$ cat src/rtl/core/conveyor_inspection_sequencer_assert.svh
// Assertion macros shared by the sequencer RTL.
`ifndef CONVEYOR_INSPECTION_SEQUENCER_ASSERT_SVH
`define CONVEYOR_INSPECTION_SEQUENCER_ASSERT_SVH

// Property checked on every clock edge outside reset.
`define CIS_ASSERT(lbl, clk, rstn, prop, msg) \
  lbl: assert property (@(posedge clk) disable iff (!rstn) (prop)) else $error(msg);

// Condition in one cycle implies a consequence in the next.
`define CIS_ASSERT_NEXT(lbl, clk, rstn, ante, cons, msg) \
  lbl: assert property (@(posedge clk) disable iff (!rstn) (ante) |=> (cons)) else $error(msg);

`endif

$ cat src/rtl/core/cis_pkg.sv
`default_nettype none

package cis_pkg;

  localparam int CFG_W = 16;
  localparam int CFG_IDX_W = 2;
  localparam int TICK_WIDTH_DEF = 16;
  localparam int SCORE_WIDTH_DEF = 16;
  localparam int CNT_W = 3;

  // Register indexes on the configuration port.
  localparam logic [CFG_IDX_W-1:0] CFG_APPROACH  = 2'd0;
  localparam logic [CFG_IDX_W-1:0] CFG_RELEASE   = 2'd1;
  localparam logic [CFG_IDX_W-1:0] CFG_TIMEOUT   = 2'd2;
  localparam logic [CFG_IDX_W-1:0] CFG_THRESHOLD = 2'd3;

  localparam logic [CFG_W-1:0] APPROACH_RST  = 16'd200;
  localparam logic [CFG_W-1:0] RELEASE_RST   = 16'd1500;
  localparam logic [CFG_W-1:0] TIMEOUT_RST   = 16'd4000;
  // 5.5 in Q8.8.
  localparam logic [CFG_W-1:0] THRESHOLD_RST = 16'd1408;

  // Score counter: first score is discarded, the fourth completes the median.
  localparam logic [CNT_W-1:0] CNT_FIRST_KEPT = 3'd2;
  localparam logic [CNT_W-1:0] CNT_MEDIAN     = 3'd4;

  typedef enum logic [2:0] {
    PH_IDLE     = 3'd0,
    PH_APPROACH = 3'd1,
    PH_INSPECT  = 3'd2,
    PH_RELEASE  = 3'd3,
    PH_COOLDOWN = 3'd4
  } phase_e;

  typedef struct packed {
    logic [CFG_W-1:0] approach_ticks;
    logic [CFG_W-1:0] release_ticks;
    logic [CFG_W-1:0] timeout_ticks;
    logic [CFG_W-1:0] threshold;
  } cis_cfg_t;

  typedef struct packed {
    logic part_present;
    logic score_valid;
  } cis_tick_t;

  typedef struct packed {
    phase_e phase;
    logic   belt_running;
    logic   reject_arm_out;
    logic   decision_valid;
    logic   part_bad;
    logic   timed_out;
  } cis_status_t;

endpackage

`default_nettype wire

$ cat src/rtl/core/cis_cfg.sv
`default_nettype none

module cis_cfg import cis_pkg::*; (
  input  wire logic                 clk_i,
  input  wire logic                 rst_ni,
  input  wire logic                 we_i,
  input  wire logic [CFG_IDX_W-1:0] idx_i,
  input  wire logic [CFG_W-1:0]     wdata_i,
  output cis_cfg_t                  cfg_o
);

  cis_cfg_t cfg_q, cfg_d;

  always_comb begin
    cfg_d = cfg_q;
    if (we_i) begin
      case (idx_i)
        CFG_APPROACH:  cfg_d.approach_ticks = wdata_i;
        CFG_RELEASE:   cfg_d.release_ticks  = wdata_i;
        CFG_TIMEOUT:   cfg_d.timeout_ticks  = wdata_i;
        CFG_THRESHOLD: cfg_d.threshold      = wdata_i;
        default:       cfg_d = cfg_q;
      endcase
    end
  end

  always_ff @(posedge clk_i or negedge rst_ni) begin
    if (!rst_ni) begin
      cfg_q.approach_ticks <= APPROACH_RST;
      cfg_q.release_ticks  <= RELEASE_RST;
      cfg_q.timeout_ticks  <= TIMEOUT_RST;
      cfg_q.threshold      <= THRESHOLD_RST;
    end else begin
      cfg_q <= cfg_d;
    end
  end

  assign cfg_o = cfg_q;

endmodule

`default_nettype wire

$ cat src/rtl/core/cis_in_reg.sv
`default_nettype none

module cis_in_reg import cis_pkg::*; #(
  parameter int SCORE_WIDTH = SCORE_WIDTH_DEF
) (
  input  wire logic                   clk_i,
  input  wire logic                   rst_ni,
  input  wire logic                   valid_i,
  output logic                        ready_o,
  input  wire cis_tick_t              tick_i,
  input  wire logic [SCORE_WIDTH-1:0] score_i,
  input  wire logic                   adv_i,
  output logic                        valid_o,
  output cis_tick_t                   tick_o,
  output logic [SCORE_WIDTH-1:0]      score_o
);

  logic                   valid_q, valid_d;
  logic                   load;
  cis_tick_t              tick_q;
  logic [SCORE_WIDTH-1:0] score_q;

  // The slot frees up in the same cycle its request moves on.
  assign ready_o = !valid_q || adv_i;
  assign load    = valid_i && ready_o;
  assign valid_d = load || (valid_q && !adv_i);

  always_ff @(posedge clk_i or negedge rst_ni) begin
    if (!rst_ni) begin
      valid_q <= 1'b0;
    end else begin
      valid_q <= valid_d;
    end
  end

  always_ff @(posedge clk_i) begin
    if (load) begin
      tick_q  <= tick_i;
      score_q <= score_i;
    end
  end

  assign valid_o = valid_q;
  assign tick_o  = tick_q;
  assign score_o = score_q;

endmodule

`default_nettype wire

$ cat src/rtl/core/cis_seq.sv
`default_nettype none

module cis_seq import cis_pkg::*; #(
  parameter int TICK_WIDTH  = TICK_WIDTH_DEF,
  parameter int SCORE_WIDTH = SCORE_WIDTH_DEF
) (
  input  wire logic                   clk_i,
  input  wire logic                   rst_ni,
  input  wire logic                   adv_i,
  input  wire cis_cfg_t               cfg_i,
  input  wire cis_tick_t              tick_i,
  input  wire logic [SCORE_WIDTH-1:0] score_i,
  output cis_status_t                 status_o,
  output logic [SCORE_WIDTH-1:0]      median_o
);

  localparam int CMP_W = (TICK_WIDTH > CFG_W) ? TICK_WIDTH : CFG_W;
  localparam logic [TICK_WIDTH-1:0] TICK_MAX = {TICK_WIDTH{1'b1}};

  phase_e                 phase_q, phase_d;
  logic [TICK_WIDTH-1:0]  elapsed_q, elapsed_d, elapsed_inc;
  logic [CNT_W-1:0]       cnt_q, cnt_d, cnt_inc;
  logic                   bad_q, bad_d;
  logic                   belt_q, belt_d;
  logic                   arm_q, arm_d;
  // Only the second and third scores are kept; the fourth comes straight from the input.
  logic [SCORE_WIDTH-1:0] slot_q [2];

  logic                   approach_done, timeout_hit, release_done;
  logic                   score_take, median_hit, slot_we;
  logic [SCORE_WIDTH-1:0] lo_ab, hi_ab, hi_c, med, thr;
  logic                   med_bad;
  logic                   dec, part_bad, tmo;
  logic [SCORE_WIDTH-1:0] med_out;

  assign elapsed_inc = (phase_q != PH_IDLE && elapsed_q != TICK_MAX) ?
                       elapsed_q + 1'b1 : elapsed_q;

  assign approach_done = CMP_W'(elapsed_inc) >= CMP_W'(cfg_i.approach_ticks);
  assign timeout_hit   = CMP_W'(elapsed_inc) >  CMP_W'(cfg_i.timeout_ticks);
  assign release_done  = CMP_W'(elapsed_inc) >= CMP_W'(cfg_i.release_ticks);

  // A timeout on the same tick wins over an arriving score.
  assign score_take = (phase_q == PH_INSPECT) && !timeout_hit && tick_i.score_valid;
  assign cnt_inc    = (cnt_q < CNT_MEDIAN) ? cnt_q + 1'b1 : cnt_q;
  assign median_hit = score_take && (cnt_inc >= CNT_MEDIAN);
  assign slot_we    = score_take && (cnt_inc >= CNT_FIRST_KEPT) && (cnt_inc < CNT_MEDIAN);

  assign lo_ab   = (slot_q[0] < slot_q[1]) ? slot_q[0] : slot_q[1];
  assign hi_ab   = (slot_q[0] > slot_q[1]) ? slot_q[0] : slot_q[1];
  assign hi_c    = (hi_ab < score_i) ? hi_ab : score_i;
  assign med     = (lo_ab > hi_c) ? lo_ab : hi_c;
  assign thr     = SCORE_WIDTH'(cfg_i.threshold);
  assign med_bad = med >= thr;

  always_comb begin
    phase_d = phase_q;
    case (phase_q)
      PH_IDLE: begin
        if (tick_i.part_present) phase_d = PH_APPROACH;
      end
      PH_APPROACH: begin
        if (approach_done) phase_d = PH_INSPECT;
      end
      PH_INSPECT: begin
        if (timeout_hit || median_hit) phase_d = PH_RELEASE;
      end
      PH_RELEASE: begin
        if (release_done) phase_d = PH_COOLDOWN;
      end
      PH_COOLDOWN: begin
        if (!tick_i.part_present) phase_d = PH_IDLE;
      end
      default: phase_d = PH_IDLE;
    endcase
  end

  // Every phase change restarts the tick count.
  assign elapsed_d = (phase_d != phase_q) ? '0 : elapsed_inc;

  always_comb begin
    belt_d   = belt_q;
    arm_d    = arm_q;
    bad_d    = bad_q;
    cnt_d    = cnt_q;
    dec      = 1'b0;
    part_bad = 1'b0;
    tmo      = 1'b0;
    med_out  = '0;
    case (phase_q)
      PH_APPROACH: begin
        if (approach_done) begin
          belt_d = 1'b0;
          cnt_d  = '0;
        end
      end
      PH_INSPECT: begin
        if (timeout_hit) begin
          bad_d  = 1'b0;
          belt_d = 1'b1;
          dec    = 1'b1;
          tmo    = 1'b1;
        end else if (tick_i.score_valid) begin
          cnt_d = cnt_inc;
          if (median_hit) begin
            bad_d    = med_bad;
            arm_d    = arm_q || med_bad;
            belt_d   = 1'b1;
            dec      = 1'b1;
            part_bad = med_bad;
            med_out  = med;
          end
        end
      end
      PH_RELEASE: begin
        if (release_done && bad_q) arm_d = 1'b0;
      end
      default: begin
        belt_d = belt_q;
      end
    endcase
  end

  always_ff @(posedge clk_i or negedge rst_ni) begin
    if (!rst_ni) begin
      phase_q   <= PH_IDLE;
      elapsed_q <= '0;
      cnt_q     <= '0;
      bad_q     <= 1'b0;
      belt_q    <= 1'b1;
      arm_q     <= 1'b0;
    end else if (adv_i) begin
      phase_q   <= phase_d;
      elapsed_q <= elapsed_d;
      cnt_q     <= cnt_d;
      bad_q     <= bad_d;
      belt_q    <= belt_d;
      arm_q     <= arm_d;
    end
  end

  // Second score lands in slot 0, third in slot 1.
  always_ff @(posedge clk_i) begin
    if (adv_i && slot_we) begin
      slot_q[cnt_inc[0]] <= score_i;
    end
  end

  assign status_o.phase          = phase_d;
  assign status_o.belt_running   = belt_d;
  assign status_o.reject_arm_out = arm_d;
  assign status_o.decision_valid = dec;
  assign status_o.part_bad       = part_bad;
  assign status_o.timed_out      = tmo;
  assign median_o                = med_out;

`include "conveyor_inspection_sequencer_assert.svh"

  `CIS_ASSERT(a_arm_only_in_release, clk_i, rst_ni, arm_q |-> (phase_q == PH_RELEASE && bad_q), "reject arm out outside a bad release")
  `CIS_ASSERT(a_belt_stop_inspect, clk_i, rst_ni, !belt_q |-> (phase_q == PH_INSPECT), "belt stopped outside inspection")
  `CIS_ASSERT_NEXT(a_hold_on_stall, clk_i, rst_ni, !adv_i, $stable(phase_q) && $stable(elapsed_q), "sequencer state moved without a request")
  `CIS_ASSERT_NEXT(a_decision_release, clk_i, rst_ni, adv_i && phase_q == PH_INSPECT && (timeout_hit || median_hit), phase_q == PH_RELEASE && belt_q && elapsed_q == '0, "decision did not restart the belt in release")

endmodule

`default_nettype wire

$ cat src/rtl/core/cis_out_reg.sv
`default_nettype none

module cis_out_reg import cis_pkg::*; #(
  parameter int SCORE_WIDTH = SCORE_WIDTH_DEF
) (
  input  wire logic                   clk_i,
  input  wire logic                   rst_ni,
  input  wire logic                   load_i,
  input  wire cis_status_t            status_i,
  input  wire logic [SCORE_WIDTH-1:0] median_i,
  input  wire logic                   ready_i,
  output logic                        valid_o,
  output cis_status_t                 status_o,
  output logic [SCORE_WIDTH-1:0]      median_o
);

  logic                   valid_q, valid_d;
  cis_status_t            status_q;
  logic [SCORE_WIDTH-1:0] median_q;

  assign valid_d = load_i || (valid_q && !ready_i);

  always_ff @(posedge clk_i or negedge rst_ni) begin
    if (!rst_ni) begin
      valid_q <= 1'b0;
    end else begin
      valid_q <= valid_d;
    end
  end

  always_ff @(posedge clk_i) begin
    if (load_i) begin
      status_q <= status_i;
      median_q <= median_i;
    end
  end

  assign valid_o  = valid_q;
  assign status_o = status_q;
  assign median_o = median_q;

endmodule

`default_nettype wire

$ cat src/rtl/core/conveyor_inspection_sequencer.sv
// Channel   Direction  Handshake                  Payload
// cfg       in         cfg_we_i                   cfg_idx_i, cfg_wdata_i
// in        in         in_valid_i / in_ready_o    part_present_i, score_valid_i,
//                                                 anomaly_score_i
// out       out        out_valid_o / out_ready_i  phase_o, belt_running_o,
//                                                 reject_arm_out_o, decision_valid_o,
//                                                 part_bad_o, timed_out_o, median_score_o
//
// One tick request per cycle unless the output stalls; each result is registered.
// The sequencer state, median and threshold compare sit between the input register
// and the result register, and state moves only when a request passes into the result.
// Reset is asynchronous, active low, and loads the default register values.
// A stalled output holds one result while a second request waits in the input register.
`default_nettype none

module conveyor_inspection_sequencer import cis_pkg::*; #(
  parameter int TICK_WIDTH  = TICK_WIDTH_DEF,
  parameter int SCORE_WIDTH = SCORE_WIDTH_DEF
) (
  input  wire logic                   clk_i,
  input  wire logic                   rst_ni,
  input  wire logic                   cfg_we_i,
  input  wire logic [CFG_IDX_W-1:0]   cfg_idx_i,
  input  wire logic [CFG_W-1:0]       cfg_wdata_i,
  input  wire logic                   in_valid_i,
  output logic                        in_ready_o,
  input  wire logic                   part_present_i,
  input  wire logic                   score_valid_i,
  input  wire logic [SCORE_WIDTH-1:0] anomaly_score_i,
  output logic                        out_valid_o,
  input  wire logic                   out_ready_i,
  output logic [2:0]                  phase_o,
  output logic                        belt_running_o,
  output logic                        reject_arm_out_o,
  output logic                        decision_valid_o,
  output logic                        part_bad_o,
  output logic                        timed_out_o,
  output logic [SCORE_WIDTH-1:0]      median_score_o
);

  cis_cfg_t               cfg;
  cis_tick_t              tick_in, tick_q;
  logic [SCORE_WIDTH-1:0] score_q;
  logic                   in_valid_q;
  logic                   adv;
  cis_status_t            status_d, status_q;
  logic [SCORE_WIDTH-1:0] median_d, median_q;

  assign tick_in.part_present = part_present_i;
  assign tick_in.score_valid  = score_valid_i;

  // A request moves on when the result register is empty or being drained.
  assign adv = in_valid_q && (!out_valid_o || out_ready_i);

  cis_cfg u_cfg (
    .clk_i   (clk_i),
    .rst_ni  (rst_ni),
    .we_i    (cfg_we_i),
    .idx_i   (cfg_idx_i),
    .wdata_i (cfg_wdata_i),
    .cfg_o   (cfg)
  );

  cis_in_reg #(
    .SCORE_WIDTH (SCORE_WIDTH)
  ) u_in_reg (
    .clk_i   (clk_i),
    .rst_ni  (rst_ni),
    .valid_i (in_valid_i),
    .ready_o (in_ready_o),
    .tick_i  (tick_in),
    .score_i (anomaly_score_i),
    .adv_i   (adv),
    .valid_o (in_valid_q),
    .tick_o  (tick_q),
    .score_o (score_q)
  );

  cis_seq #(
    .TICK_WIDTH  (TICK_WIDTH),
    .SCORE_WIDTH (SCORE_WIDTH)
  ) u_seq (
    .clk_i    (clk_i),
    .rst_ni   (rst_ni),
    .adv_i    (adv),
    .cfg_i    (cfg),
    .tick_i   (tick_q),
    .score_i  (score_q),
    .status_o (status_d),
    .median_o (median_d)
  );

  cis_out_reg #(
    .SCORE_WIDTH (SCORE_WIDTH)
  ) u_out_reg (
    .clk_i    (clk_i),
    .rst_ni   (rst_ni),
    .load_i   (adv),
    .status_i (status_d),
    .median_i (median_d),
    .ready_i  (out_ready_i),
    .valid_o  (out_valid_o),
    .status_o (status_q),
    .median_o (median_q)
  );

  assign phase_o          = status_q.phase;
  assign belt_running_o   = status_q.belt_running;
  assign reject_arm_out_o = status_q.reject_arm_out;
  assign decision_valid_o = status_q.decision_valid;
  assign part_bad_o       = status_q.part_bad;
  assign timed_out_o      = status_q.timed_out;
  assign median_score_o   = median_q;

endmodule

`default_nettype wire

$ cat config.mk
export PLATFORM = sky130hd
export DESIGN_NAME = conveyor_inspection_sequencer
export DESIGN_NICKNAME = d
export VERILOG_FILES = /design/src/rtl/core/cis_pkg.sv /design/src/rtl/core/cis_cfg.sv /design/src/rtl/core/cis_in_reg.sv /design/src/rtl/core/cis_seq.sv /design/src/rtl/core/cis_out_reg.sv /design/src/rtl/core/conveyor_inspection_sequencer.sv
export VERILOG_INCLUDE_DIRS = /design/src /design/src/rtl/core
export SDC_FILE = /design/constraint.sdc
export NUM_CORES = 1
export LEC_CHECK = 0
export BUFFER_PORTS_ARGS = -buffer_cell sky130_fd_sc_hd__buf_2
export CAP_MARGIN = 40
export CORE_ASPECT_RATIO = 1.5
export CORE_MARGIN = 3
export CORE_UTILIZATION = 45
export CTS_BUF_LIST = sky130_fd_sc_hd__clkbuf_8
export DETAILED_ROUTE_END_ITERATION = 10
export GPL_TIMING_DRIVEN = 0
export SYNTH_ARGS = -nofsm -noshare
export SYNTH_HDL_FRONTEND = slang
export SYNTH_SLANG_ARGS = --single-unit
$ cat constraint.sdc
create_clock -name clk_i -period 13.4 [get_ports clk_i]
set_clock_uncertainty 0.05 [all_clocks]
set_input_delay 1.34 -clock clk_i [delete_from_list [all_inputs] [get_ports clk_i]]
set_output_delay 1.34 -clock clk_i [all_outputs]
set_load 0.05 [all_outputs]
## Word level (Yosys, flattened, before mapping)

Memories as Yosys holds them, arrays and structs flattened.
Index checks and enable logic that the tools add are counted.

| word-level totals | value |
|---|---|
| memories | 1 |
| output and inout bits | 26 |
| logic and storage cells | 124 |
| RAM bits | 32 |
| input port bits | 41 |
| bits in registers | 133 |

| operators by class | value |
|---|---|
| reductions and logical operators | 36 |
| equality and inequality tests | 12 |
| mux-type cells | 36 |
| order comparisons | 12 |
| bitwise gates (word level) | 3 |
| add/sub/neg operators | 2 |

Memory list:

| name | words | bits a word | rd ports | clocked after memory_dff | wr ports | line | text |
|---|---|---|---|---|---|---|---|
| u_seq.slot_q | 2 | 16 | 2 | 0 | 1 | cis_seq.sv:27 | `logic [SCORE_WIDTH-1:0] slot_q [2];` |

Operators with widths:

| operator | number |
|---|---|
| $mux 16 | 6 |
| $ge 16x16->1 | 3 |
| $gt 16x16->1 | 3 |
| $lt 16x16->1 | 2 |
| $mux 3 | 9 |
| $mux 1 | 17 |
| $add 16x1->16 const B | 1 |
| $ne 16x16->1 const B | 1 |
| $pmux 3 s5 | 1 |
| $logic_and 1x1->1 | 12 |
| $reduce_and 2->1 | 4 |
| $eq 3x2->1 const B | 2 |
| $logic_or 1x1->1 | 6 |
| $lt 3x3->1 const B | 2 |
| $pmux 3 s2 | 1 |
| $reduce_bool 2->1 | 3 |
| $logic_not 1->1 | 5 |
| $reduce_and 5->1 | 1 |
| $eq 2x2->1 const B | 2 |
| $ne 2x2->1 const B | 2 |
| $pmux 1 s2 | 2 |
| $reduce_and 4->1 | 1 |
| $reduce_or 4->1 | 1 |
| $add 3x1->3 const B | 1 |
| other kinds (11) | 13 |

## Longest topological paths before layout

Gate-level depths: netlist of run 1.

| depth | value |
|---|---|
| depth after elaboration | 13 |
| gate-level depth with buffers | 41 |
| gate-level depth less buffers | 35 |

## Modules after synthesis

From an unflattened synthesis of run 1, not the netlist that was laid out.

| unflattened totals | value |
|---|---|
| cell total of the unflattened synthesis | 990 |
| area, all modules | 10301.1 sq um |

Modules (own cells, without submodules):

| module | times used | area an instance (sq um) | sequential area each (sq um) | cells each |
|---|---|---|---|---|
| cis_seq | 1 | 6503.7 | 1587.8 | 803 |
| cis_cfg | 1 | 2434.8 | 1625.3 | 136 |
| cis_out_reg | 1 | 757.0 | 745.7 | 27 |
| cis_in_reg | 1 | 594.3 | 565.5 | 22 |
| conveyor_inspection_sequencer | 1 | 11.3 | 0.0 | 2 |

## Worst setup path before layout of run 1

No wires, ideal clock.

| path | value |
|---|---|
| kind | reg2reg |
| start point | memory u_seq.slot_q[0][13] (netlist name) |
| end point | register u_out_reg.status_o[3] (netlist name) |
| arrival time | 7861 ps |
| setup time | 257 ps |
| data required time | 13093 ps |
| buffers on the path | 5 |
| cell stages (with the launch flop) | 38 |
| path slack | 5232 ps |
| period minus slack after synthesis | 8168 ps |
| cells stage by stage | edfxtp_1 > ha_1 > a21o_1 > a21o_1 > a2111o_1 > o31ai_1 > clkbuf_1 > mux2_2 > ha_1 > o21ai_0 > a21oi_1 > a221oi_1 > nand3_1 > a221o_1 > and2_1 > buf_2 > clkbuf_1 > nand2_1 > [2 not listed] > a21o_1 > a2111oi_0 > o21ai_0 > a311o_1 > nand2_1 > clkbuf_1 > clkbuf_1 > nor2_1 > a21oi_1 > ha_1 > nand2b_1 > a21o_1 > a21o_1 > a211oi_1 > o21ai_0 > a311oi_1 > nor3_1 > nand2b_1 |

RTL lines:

| item | line |
|---|---|
| start: declaration | cis_seq.sv:27 |

==> impl_metrics.toml, run 1 <==
[status]
status = "finished clean"

[synthesis]
syn_inst = 984
synth_edf_count = 74
synth_cell_types = 62
ys.flop_type = "edfxtp_1"
synthesis.area_sq_um = 10230
synth-seq-cells = 165
netlist_top_cells_area = "edfxtp_1 22%, dfrtp_1 17%, ha_1 14%, mux2_2 7.4%, dfstp_2 5.1%"
synth.net_count = 1138
avgSynthCellArea_sq_um = 10.40
ys_seq_area_share_pct = 44.21
async_flop_share_pct = 55.15
yosysWarningCount = 0
synth_area_leader_cell = "edfxtp_1"
yosysTopAreaCellShare_pct = 21.71

[critical_path]
path_max_fanout = 10
cp.depth = 38
worstRegToRegCells = 38
path_class = "reg -> reg"
cpPeakStageDelay_ns = 0.69
cpMaxStageDelayCell = "a221oi_1"
worst_ep_arrival_time_ns = 11.27
critPathRequiredTime_ns = 13.58
path_buf_inv = 6
setup.worst_path.end_class = "flip-flop"
crit_family = "compound AO/OA/AOI/OAI gates"
start_kind = "flip-flop"
critPathMostFrequentCell = "o21ai_0"

[clock_tree]
h-tree-depth = 4
cts_buffer_depth = 2
ctsHoldBuffers = 0
path_clk_slew_ns = 0.09
cts_resized = 0
root_buffer = "clkbuf_8"
cts_setup_buffers = 0
cts_tree = "done"
cts_sinks = 165
numCtsBuffers = 17
clkLatencyLatePin_ns = 0.49

[floorplanning]
die_w_microns = 129.1
core_area_sq_um = 22380
ios = 67
dieHeight_microns = 190.7
start_util_pct = 45.72
dieArea_sq_um = 24620
row_count = 67

[cells_and_area]
final_common_cell = "ha_1"
layout-drive-gt1-share_pct = 19.52
final_cell_mix = "113 x ha_1, 109 x inv_1, 74 x edfxtp_1"
fillCellCount = 2059
fin_cells = 1362
n_antenna_cell = 0
syn_to_final_growth_pct = 11.36
final_nets = 1227

[timing]
relSlewSlack_pct = 43.37
worst_pin_slew_ns = 0.8422
fin_crit_sh_pct = 82.77
setup_viol = 0
rsz0062_at_grt = "no"
setup-tns-final_ns = 0
min_period_ns = 11.09
worst_slack_ns = 2.309
max_freq_ghz = 0.09016
hold_viol = 0
final_max_slew_viol_count = 0

[global_route]
grt_max_degree = 56
grt_pass1_vias = 8031
antenna_found_initial = 0
overflow = 0
grt_pass1_wl_microns = 40870
grt_util_all_layers_pct = 21.47

[worst_hold_path]
whs_path_depth = 0
hold_class = "reg -> reg"

[detailed_routing]
ant_nets = 0
drt_iter0_drc = 364
drt_wl_total_microns = 25350
vias_per_cell = 5.668
vias = 7720
wl_per_cell_microns = 18.61
drcViolationCount = 0
detail_route.first_pass.iterations = 6

[place]
hpwl_microns = 19980
gp_congestion = 0.8903
dp_cells = 1330
io_buffer_count = 66
place_ws_ns = 2.477

[power]
peakVddDrop_v = 0.00008327
leakagePower_nw = 5.224
power.density_nw_per_um2 = 121.8

[flow_run]
cap_violations = 0
## cells by family (layout without fill, tap and decap cells)
family	after synthesis	count (layout)	synth area share, %
buf+inv	142	244	5.331
simple gates	255	255	12.97
flops	165	165	44.21
compound gates	220	220	14.24
fa+ha+maj	113	113	13.82
xor+xnor	8	8	0.6847
mux	81	81	8.742
## metal layers
layer	up-vias	GRT usage, %	share of wire [%]
met5	-	0	0
li1	3797	-	-
met4	0	8.367	2.9
met1	3744	23.27	39
met3	57	3.223	2.3
met2	122	40.99	55
## worst paths after layout
check / start / end / slack, ns
worst max-delay path: u_seq.slot_q[0][15] / u_out_reg.status_o[3] / 2.31
worst min-delay path: u_in_reg.score_o[12] / u_seq.slot_q[1][12] / 0.43
worst max register to register: u_seq.slot_q[0][15] / u_out_reg.status_o[3] / 2.31
worst min register to register: u_in_reg.score_o[12] / u_seq.slot_q[1][12] / 0.43
max in group asynchronous: rst_ni / u_cfg.cfg_o[36] / 11.71
min in group asynchronous: rst_ni / u_cfg.cfg_o[45] / 0.86
## synth_stat cells, types with 3 or more instances
master       n
o31ai_1      4
dfstp_2     20
mux2i_1     14
ha_1       113
o21a_1       6
xnor2_1      6
nor2b_1     12
a2111oi_2    5
buf_2        4
nor3_1      13
nor4_1      10
mux2_2      67
inv_1      109
a211oi_1    12
a221o_1      7
nor2_1      31
a21oi_1     43
o21ai_1      9
o21bai_1     3
nand2_1     68
clkbuf_1    25
nand3_1     32
a21boi_0     3
and3_1       6
dfrtp_1     71
nand2b_1     9
o211ai_1     8
or2_2        8
and4_1       9
a21o_1      27
edfxtp_1    74
nand3b_1     4
o21ai_0     62
and2_1      11
nand4_1     25
o2111ai_1    7
or3_1       13
## stage by stage
stage	total power, mW	hold slack [ns]	util, %	cell area [sq um]
3_5_place_dp	1.015	0.4104	49.06	10980
4_1_cts	1.404	0.4329	50.91	11400
3_3_place_gp	1.002	0.4075	48.74	10910
6_report	1.388	0.4314	50.91	11400
5_1_grt	1.476	0.4481	50.91	11400
2_1_floorplan	0.9004	0.3950	-	10230
## area by class of cell
cell class,count,area (sq um),share of cell area [%]
timing repair buffer,70,397.9,3.491
tap,276,345.3,3.030
multi-input combinational,677,5169,45.36
inverter,110,412.9,3.623
sequential,165,4524,39.70
clock buffer,20,275.3,2.415
clock inverter,12,138.9,1.219
buffer,32,132.6,1.164
## worst reg2reg max path, delay by kind of cell, from the launching register on
kind	cells	cell delay, ns
AO/OA/AOI/OAI	18	4.99
AND/OR/NAND/NOR	10	2.17
buffers and inverters	6	1.95
adder cells (fa/ha/maj)	4	1.26
flip-flops	1	0.43
## flip-flops by register name, indices dropped and copies added (netlist names)
signal	flops
u_seq.slot_q	32
u_in_reg.valid_o	1
u_in_reg.score_o	16
u_out_reg.status_o	8
u_seq.elapsed_q	16
u_seq.arm_q	1
u_seq.belt_q	1
u_seq.phase_q	3
u_out_reg.valid_o	1
u_out_reg.median_o	16
u_in_reg.tick_o	2
u_cfg.cfg_o	64
u_seq.bad_q	1
u_seq.cnt_q	3
## power breakdown
group / total, mW / internal (mW) / leakage (nW) / switching [mW]
clock network: 0.386 / 0.184 / 0.212 / 0.202
registers: 0.625 / 0.596 / 1.78 / 0.0292
logic: 0.377 / 0.148 / 3.23 / 0.229
(Power assumes the default switching activity.)
==> run 2: changes to the inputs <==
Clock period 13.4 ns to 10.35 ns, I/O delays scaled along.
==> run 2 against run 1 <==
  * Worst hold slack about the same
  * Count of clock-buffer cells in the layout is the same
  * First-iteration DRC count up 9.9%
  * Combinational power up 30%
  * Clock power up 30%
  * Critical path type unchanged
  * Sequential power is 29% higher
==> impl_metrics.toml, run 2 (synthesis gave the netlist of run 1 again) <==
[clock_tree]
numCtsBuffers = 17
cts_tree = "done"
cts_setup_buffers = 0
cts_sinks = 165
clkLatencyLatePin_ns = 0.49
ctsHoldBuffers = 0
h-tree-depth = 4
cts_buffer_depth = 2
path_clk_slew_ns = 0.09
root_buffer = "clkbuf_8"

[timing]
max_freq_ghz = 0.1029
holdWs_ns = 0.4314
hold_viol = 0
worst_pin_slew_ns = 0.8419
relSlewSlack_pct = 43.39
min_period_ns = 9.722
final_max_slew_viol_count = 0
fin_crit_sh_pct = 93.93
setup_viol = 0
rsz0062_at_grt = "no"

[critical_path]
critPathRequiredTime_ns = 10.53
cpMaxStageDelayCell = "a221oi_2"
setup.worst_path.end_class = "flip-flop"
start_kind = "flip-flop"
path_buf_inv = 4
cpPeakStageDelay_ns = 0.49
worst_ep_arrival_time_ns = 9.90
path_max_fanout = 11
crit_family = "compound AO/OA/AOI/OAI gates"
critPathMostFrequentCell = "o21ai_0"
r2r_slack_ns = 0.63
path_class = "reg -> reg"

[flow_run]
cap_violations = 0

[status]
status = "finished clean"

[place]
gp_congestion = 0.8903
hpwl_microns = 19980
place_area_sq_um = 10980
io_buffer_count = 66

[power]
p_sw_mw = 0.5967
peakVddDrop_v = 0.0001077
p_total_mw = 1.798
power.internal_mw = 1.202
pwr-share-comb_pct = 27.2
leakagePower_nw = 5.250
seq_power_share_pct = 45.0
switching_share_pct = 33.18
power.density_nw_per_um2 = 157.2
clkPwrFrac_pct = 27.8

[global_route]
grt_pass1_wl_microns = 40910
grt_pass1_vias = 8043
overflow = 0
grt_util_all_layers_pct = 21.50
antenna_found_initial = 0
grt_max_degree = 56

[detailed_routing]
wl_per_cell_microns = 18.57
drcViolationCount = 0
ant_nets = 0
vias_per_cell = 5.683
drt_wl_total_microns = 25270
vias = 7735
drt_iter0_drc = 400
detail_route.first_pass.iterations = 7

[cells_and_area]
fillCellCount = 2051
regArea_sq_um = 4524
multiInputGateArea_sq_um = 5210
final_common_cell = "ha_1"
largest_reg_flops = 64
fin_area_sq_um = 11440
final_cell_mix = "113 x ha_1, 109 x inv_1, 74 x edfxtp_1"
n_antenna_cell = 0
final_nets = 1226
layout-drive-gt1-share_pct = 20.55
syn_to_final_growth_pct = 11.80

[floorplanning]
die_w_microns = 129.1
row_count = 67
ios = 67
dieArea_sq_um = 24620
dieHeight_microns = 190.7
start_util_pct = 45.72
core_area_sq_um = 22380

[worst_hold_path]
hold_class = "reg -> reg"
## run 2: timing repair
action | in CTS | in global routing
pin swaps | 0 | 1
setup endpoints to repair | 4 | 4
resized for setup | 6 | 11
## run 2: routing by layer
layer	track usage (%)	routed length [microns]	part of all wire [%]	up-vias
met2	41.03	14040	56	136
met4	8.448	768	3.0	0
met5	0	0	0	-
met1	23.27	9852	39	3739
li1	-	-	-	3803
met3	3.223	612	2.4	57
## run 2: cell type report
type	count	area share (%)
Buffer	31	1.192
Clock buffer	20	2.406
Clock inverter	12	1.214
Inverter	110	3.609
Multi-Input combinational cell	677	45.54
Sequential cell	165	39.54
Tap cell	276	3.018
Timing Repair Buffer	70	3.478
## run 2: path summary, 6_finish.rpt
| check | startpoint | to | cells past startpoint |
|---|---|---|---|
| max | u_seq.slot_q[1][15] | u_out_reg.status_o[3] | 36 |
| max in group asynchronous | rst_ni | u_cfg.cfg_o[36] | 2 |
| max reg2reg | u_seq.slot_q[1][15] | u_out_reg.status_o[3] | 36 |
| min in group asynchronous | rst_ni | u_cfg.cfg_o[45] | 1 |
| min reg2reg | u_in_reg.score_o[12] | u_seq.slot_q[1][12] | 0 |
| min | u_in_reg.score_o[12] | u_seq.slot_q[1][12] | 0 |
## run 2: power groups by stage
stage                     logic [mW]  clock network (mW)  registers [mW]
final                          0.489               0.500           0.809
after global routing           0.556               0.538           0.817
after CTS                      0.494               0.514           0.810
after detailed placement       0.490                   0           0.823
after global placement         0.476                   0           0.821
after floorplan                0.324                   0           0.842
## run 2: worst register-to-register path: cells and delay by family, from the launching register on
kind,cells,cell delay [ns]
compound gates,19,5.24
fa+ha+maj,4,1.26
buf+inv,4,0.69
flops,1,0.39
simple gates,9,1.85
## run 2: stage by stage
stage / worst slack [ns] / setup TNS, ns / utilization, % / instances
floorplan: 2.182 / 0 / - / 984
global placement: -0.6012 / -2.053 / 48.74 / 1326
detailed placement: -0.5725 / -1.929 / 49.06 / 1330
CTS: 0.08099 / 0 / 50.99 / 1361
global route: 0.01889 / 0 / 51.12 / 1361
finish: 0.6281 / 0 / 51.12 / 1361
